--- src/hw/rtl/cfe_pkg.sv ---
// ----------------------------------------------------------------------------
// cfe_pkg : complex FIR energy shared definitions
// Widths, wavelet coefficient tables and controller/datapath interface types.
// ----------------------------------------------------------------------------
package cfe_pkg;

   localparam int SAMPLE_W  = 16;
   localparam int COEF_W    = 7;
   localparam int ENERGY_W  = 32;
   localparam int ROM_DEPTH = 64;
   localparam int ROM_IDX_W = 6;
   localparam int ACC_W     = SAMPLE_W + COEF_W + ROM_IDX_W;
   localparam int SQ_W      = 2 * ACC_W;
   localparam int SUM_W     = SQ_W + 1;

   localparam logic signed [COEF_W-1:0] COEF_RE_ROM [ROM_DEPTH] = '{
      -7'sd4,  -7'sd2,  7'sd1,   7'sd5,   7'sd9,   7'sd12,  7'sd14,  7'sd13,
      7'sd9,   7'sd2,   -7'sd7,  -7'sd17, -7'sd24, -7'sd28, -7'sd27, -7'sd20,
      -7'sd9,  7'sd5,   7'sd19,  7'sd30,  7'sd36,  7'sd35,  7'sd28,  7'sd16,
      7'sd2,   -7'sd12, -7'sd22, -7'sd28, -7'sd28, -7'sd23, -7'sd15, -7'sd5,
      7'sd3,   7'sd10,  7'sd13,  7'sd14,  7'sd12,  7'sd8,   7'sd4,   7'sd0,
      -7'sd2,  -7'sd4,  -7'sd4,  -7'sd4,  -7'sd3,  -7'sd1,  7'sd0,   7'sd0,
      7'sd1,   7'sd1,   7'sd1,   7'sd1,   7'sd0,   7'sd0,   7'sd0,   7'sd0,
      7'sd0,   7'sd0,   7'sd0,   7'sd0,   7'sd0,   7'sd0,   7'sd0,   7'sd0
   };

   localparam logic signed [COEF_W-1:0] COEF_IM_ROM [ROM_DEPTH] = '{
      -7'sd4,  -7'sd6,  -7'sd8,  -7'sd8,  -7'sd6,  -7'sd2,  7'sd3,   7'sd10,
      7'sd16,  7'sd20,  7'sd21,  7'sd18,  7'sd10,  -7'sd1,  -7'sd13, -7'sd24,
      -7'sd32, -7'sd34, -7'sd30, -7'sd20, -7'sd6,  7'sd9,   7'sd22,  7'sd31,
      7'sd34,  7'sd31,  7'sd22,  7'sd11,  -7'sd2,  -7'sd12, -7'sd19, -7'sd21,
      -7'sd19, -7'sd15, -7'sd8,  -7'sd2,  7'sd3,   7'sd7,   7'sd8,   7'sd8,
      7'sd6,   7'sd4,   7'sd1,   7'sd0,   -7'sd1,  -7'sd2,  -7'sd2,  -7'sd1,
      -7'sd1,  7'sd0,   7'sd0,   7'sd0,   7'sd0,   7'sd0,   7'sd0,   7'sd0,
      7'sd0,   7'sd0,   7'sd0,   7'sd0,   7'sd0,   7'sd0,   7'sd0,   7'sd0
   };

   typedef struct packed {
      logic start;
      logic read;
      logic mac;
      logic square;
      logic load;
   } cfe_cmd_type;

   typedef struct packed {
      logic last_tap;
   } cfe_status_type;

endpackage

--- src/hw/rtl/cfe_ctrl.sv ---
// ----------------------------------------------------------------------------
// cfe_ctrl : complex FIR energy controller
// Sequences ring write, tap walk, squaring and result hand-off.
// ----------------------------------------------------------------------------
module cfe_ctrl (
   input  logic                    clock,
   input  logic                    reset,
   input  logic                    req_valid,
   output logic                    req_ready,
   output logic                    rsp_valid,
   input  logic                    rsp_ready,
   output cfe_pkg::cfe_cmd_type    cmd,
   input  cfe_pkg::cfe_status_type status
);
   import cfe_pkg::*;

   typedef enum logic [2:0] {
      ST_IDLE,
      ST_READ,
      ST_DRAIN,
      ST_SQUARE,
      ST_SUM
   } state_type;

   state_type state_ff, state_in;
   logic      mac_ff, mac_in;
   logic      rsp_valid_ff, rsp_valid_in;
   logic      load;

   assign load = (state_ff == ST_SUM) && (!rsp_valid_ff || rsp_ready);

   always_comb begin
      state_in     = state_ff;
      mac_in       = (state_ff == ST_READ);
      rsp_valid_in = rsp_valid_ff && !rsp_ready;
      case (state_ff)
         ST_IDLE: begin
            if (req_valid) begin
               state_in = ST_READ;
            end
         end
         ST_READ: begin
            if (status.last_tap) begin
               state_in = ST_DRAIN;
            end
         end
         ST_DRAIN:  state_in = ST_SQUARE;
         ST_SQUARE: state_in = ST_SUM;
         ST_SUM: begin
            if (load) begin
               state_in     = ST_IDLE;
               rsp_valid_in = 1'b1;
            end
         end
         default:   state_in = ST_IDLE;
      endcase
   end

   always_ff @(posedge clock) begin
      if (reset) begin
         state_ff     <= ST_IDLE;
         mac_ff       <= 1'b0;
         rsp_valid_ff <= 1'b0;
      end else begin
         state_ff     <= state_in;
         mac_ff       <= mac_in;
         rsp_valid_ff <= rsp_valid_in;
      end
   end

   assign req_ready  = (state_ff == ST_IDLE);
   assign rsp_valid  = rsp_valid_ff;
   assign cmd.start  = req_valid && (state_ff == ST_IDLE);
   assign cmd.read   = (state_ff == ST_READ);
   assign cmd.mac    = mac_ff;
   assign cmd.square = (state_ff == ST_SQUARE);
   assign cmd.load   = load;

endmodule

--- config.mk ---
export PLATFORM = sky130hd
export DESIGN_NAME = cfe_ctrl
export DESIGN_NICKNAME = d
export VERILOG_FILES = /design/src/hw/rtl/cfe_pkg.sv /design/src/hw/rtl/cfe_ctrl.sv
export SDC_FILE = /design/constraint.sdc
export NUM_CORES = 1
export LEC_CHECK = 0
export ABC_AREA = 1
export BUFFER_PORTS_ARGS = -buffer_cell sky130_fd_sc_hd__clkbuf_2
export CAP_MARGIN = 30
export CORE_AREA = 2 2 39 41
export DETAILED_ROUTE_END_ITERATION = 12
export DIE_AREA = 0 0 41 43
export GPL_TIMING_DRIVEN = 0
export HOLD_SLACK_MARGIN = 0.12
export PLACE_DENSITY_LB_ADDON = 0.2
export SYNTH_ARGS = -nofsm -noshare
export SYNTH_HDL_FRONTEND = slang
export SYNTH_SLANG_ARGS = --single-unit
--- constraint.sdc ---
create_clock -name clock -period 2.5 [get_ports clock]
set_input_delay 0.375 -clock clock [delete_from_list [all_inputs] [get_ports clock]]
set_output_delay 0.375 -clock clock [all_outputs]
set_load 0.005 [all_outputs]
==> run metrics <==
status=finished, final reports clean; cell taking the most area after synthesis=dfxtp_1; footprint of the multi-input gates=106 um^2; # setup viols final=0; Layout Nets=58; Chip Width=41 um; global-route usage over all layers=7.62%; IO Port Bufs=11; CP required=2.12 ns; count leader, synth=inv_1; largest cells by area after synthesis=dfxtp_1 (38%), inv_1 (9.9%), buf_4 (8.5%), nor2_1 (8.5%), nand3_1 (5.7%); XOR/XNOR Fraction of Synth Area=0%; clock skew=around 0.0024 ns; area delta synth->final=38.2%; crit path to=cmd[0]; Synth Instances=37; Synth Area in Simple Gates=between 20 and 30%; Ports=12; mux cell area share after synthesis=0%; antenna-violating nets left=0; Worst-path clk slew=0.05 ns; H-tree depth=1; Min Hold Slack=approximately 0.38 ns; Syn Area/Cell=between 7 and 8 um^2; CTS Root Cell=clkbuf_4; area fraction of the dominant cell type after synthesis=37.7%; setup bufs post-CTS=0; antenna violations before repair=0; Post-Synth Adder-Cell Area=0%; worst slew slack as a fraction of its limit=84.8%; DRT Pass-1 Iters=4; Layout Cells excl Fill=68; post-synthesis async set-or-reset flop share=0%; worst hold path depth=2; element type at the critical path start=register; CP Data Arrival Time=1.20 ns; first-pass GRT wire length=890 um; worst r2r dst=state_ff[1]$_SDFFE_PP0P_; CTS tree=built; clk sink count=5; PwrDens=~630 nW/um^2; register bit total from synthesis=5; core area=1380 um^2; post-route DRC violation count=0; combinational family with the most area after synthesis=simple AND/OR/NAND/NOR gates; Post-synth top cells=inv_1 (7), nor2_1 (6), dfxtp_1 (5); starting density of the core=between 10% and 20%; max-cap viol count=0; Netlist cell types=15; diode count=0; Hold Path Class=input pin to register; post-DR wirelength/cell=roughly 8.2 um; DRT iter0 DRCs=3; Slew @ Worst Pin=0.228 ns; post-synthesis sequential area ratio=a little under two fifths; via count=286; Filler cells=approximately 170; num rows=14; Critical Path End Type=output pin; Reg area=100 um^2; Die Footprint=around 1800 um^2; setup TNS=0 ns; largest net degree at the start of global routing=6; Placed Cells=64; P_leak=0.194 nW; routability cong.=0.751; Synth Cell Area=265 um^2; number of CTS-inserted buffers=3; RSZ-0062 raised after global routing=no; worst vdd ir=0.000207 V; Max clock buf depth=2; Via density=around 4.2; total grt overflow=0; depth of the most critical reg-to-reg path=4; Reg-to-Reg Start=state_ff[1]$_SDFFE_PP0P_; Post-synth EDFFs=0; post-detail-place hpwl=426 um; period utilisation layout=63.2%; YS warnings=0; worst skew pair latency=0.25 ns; Register-to-Register Setup Slack=1.55 ns; vias in the first global route=243; CTS Hold Buffers Added=0; Max Fclk=between 0.6 and 0.7 GHz; Synth Area in Compound Gates=10.4%; Net Count, Synth=42; final wirelength=roughly 560 um; commonest register cell after synthesis=dfxtp_1; WS Path Type=register to output pin; fin. max-slew vios=0; share of post-route cells with drive strength above 1=between 40% and 50%; Tmin final=1.58 ns; Setup crit start=state_ff[1]$_SDFFE_PP0P_; Die Y=approximately 43 um; CP Max Fanout=5; cts repair resizes=0; Hold Fails Final Rpt=0
## stage by stage
step / setup slack [ns] / area (um^2) / util, % / power (mW)
5_1_grt: 0.790 / 367 / 26.5 / 0.248
2_1_floorplan: 1.35 / 265 / - / 0.120
3_5_place_dp: 1.17 / 340 / 24.6 / 0.137
4_1_cts: 0.908 / 367 / 26.5 / 0.235
3_3_place_gp: 1.16 / 340 / 24.6 / 0.137
6_report: 0.920 / 367 / 26.5 / 0.232
## kinds of logic (layout without fill, tap and decap cells)
family          count (synthesis)  in the layout
flops                           5              5
simple gates                   16             16
compound gates                  4              4
buf+inv                        12             27
## layout by cell type (no fill, tap or decap), drive strengths merged
master  count
nor2        6
a21oi       2
a211oi      1
nand4       2
clkbuf     15
buf         3
nand3       4
dfxtp       5
inv         9
nor3        1
nand2       3
o21ai       1
## cell type report
type | count | area share, %
plain buffers | 3 | 6.14
multi-input cells | 20 | 29.0
inverters | 9 | 9.90
well taps | 16 | 5.46
repair buffers | 11 | 15.0
flip-flops and latches | 5 | 27.3
clock buffers | 4 | 7.17
## worst min path at each step
stage,from,end,slack [ns]
3_3_place_gp,rsp_valid$_SDFF_PP0_,rsp_valid$_SDFF_PP0_,0.54
6_report,reset,rsp_valid$_SDFF_PP0_,0.38
2_1_floorplan,reset,rsp_valid$_SDFF_PP0_,0.44
5_1_grt,reset,state_ff[0]$_SDFFE_PP0P_,0.37
3_5_place_dp,state_ff[2]$_SDFFE_PP0P_,rsp_valid$_SDFF_PP0_,0.55
4_1_cts,reset,state_ff[1]$_SDFFE_PP0P_,0.37
## registers in the layout, summed over array words and instances (netlist names)
name	flops
mac_ff	1
rsp_valid	1
state_ff	3
## per-layer routing
metal | track usage (%) | up-vias | part of all wire [%]
li1 | - | 142 | -
met1 | 8.33 | 133 | 40
met2 | 10.9 | 11 | 47
met3 | 7.85 | 0 | 13
met4 | 0 | 0 | 0
met5 | 0 | - | 0
## worst max-delay path: stages, from the launching register on
cell and delay [ns]:
dfxtp_1 0.35, nor2_1 0.21, nand2_1 0.10, nor2_1 0.09
buf_4 0.10, clkbuf_2 0.09
## power breakdown
group	switching [mW]	total [mW]	leakage (nW)	internal, mW
sequential	0.00526	0.0903	0.0408	0.0850
combinational	0.0226	0.0444	0.138	0.0218
clock	0.0368	0.0973	0.0150	0.0606
Power figures use the tool's default switching activity.
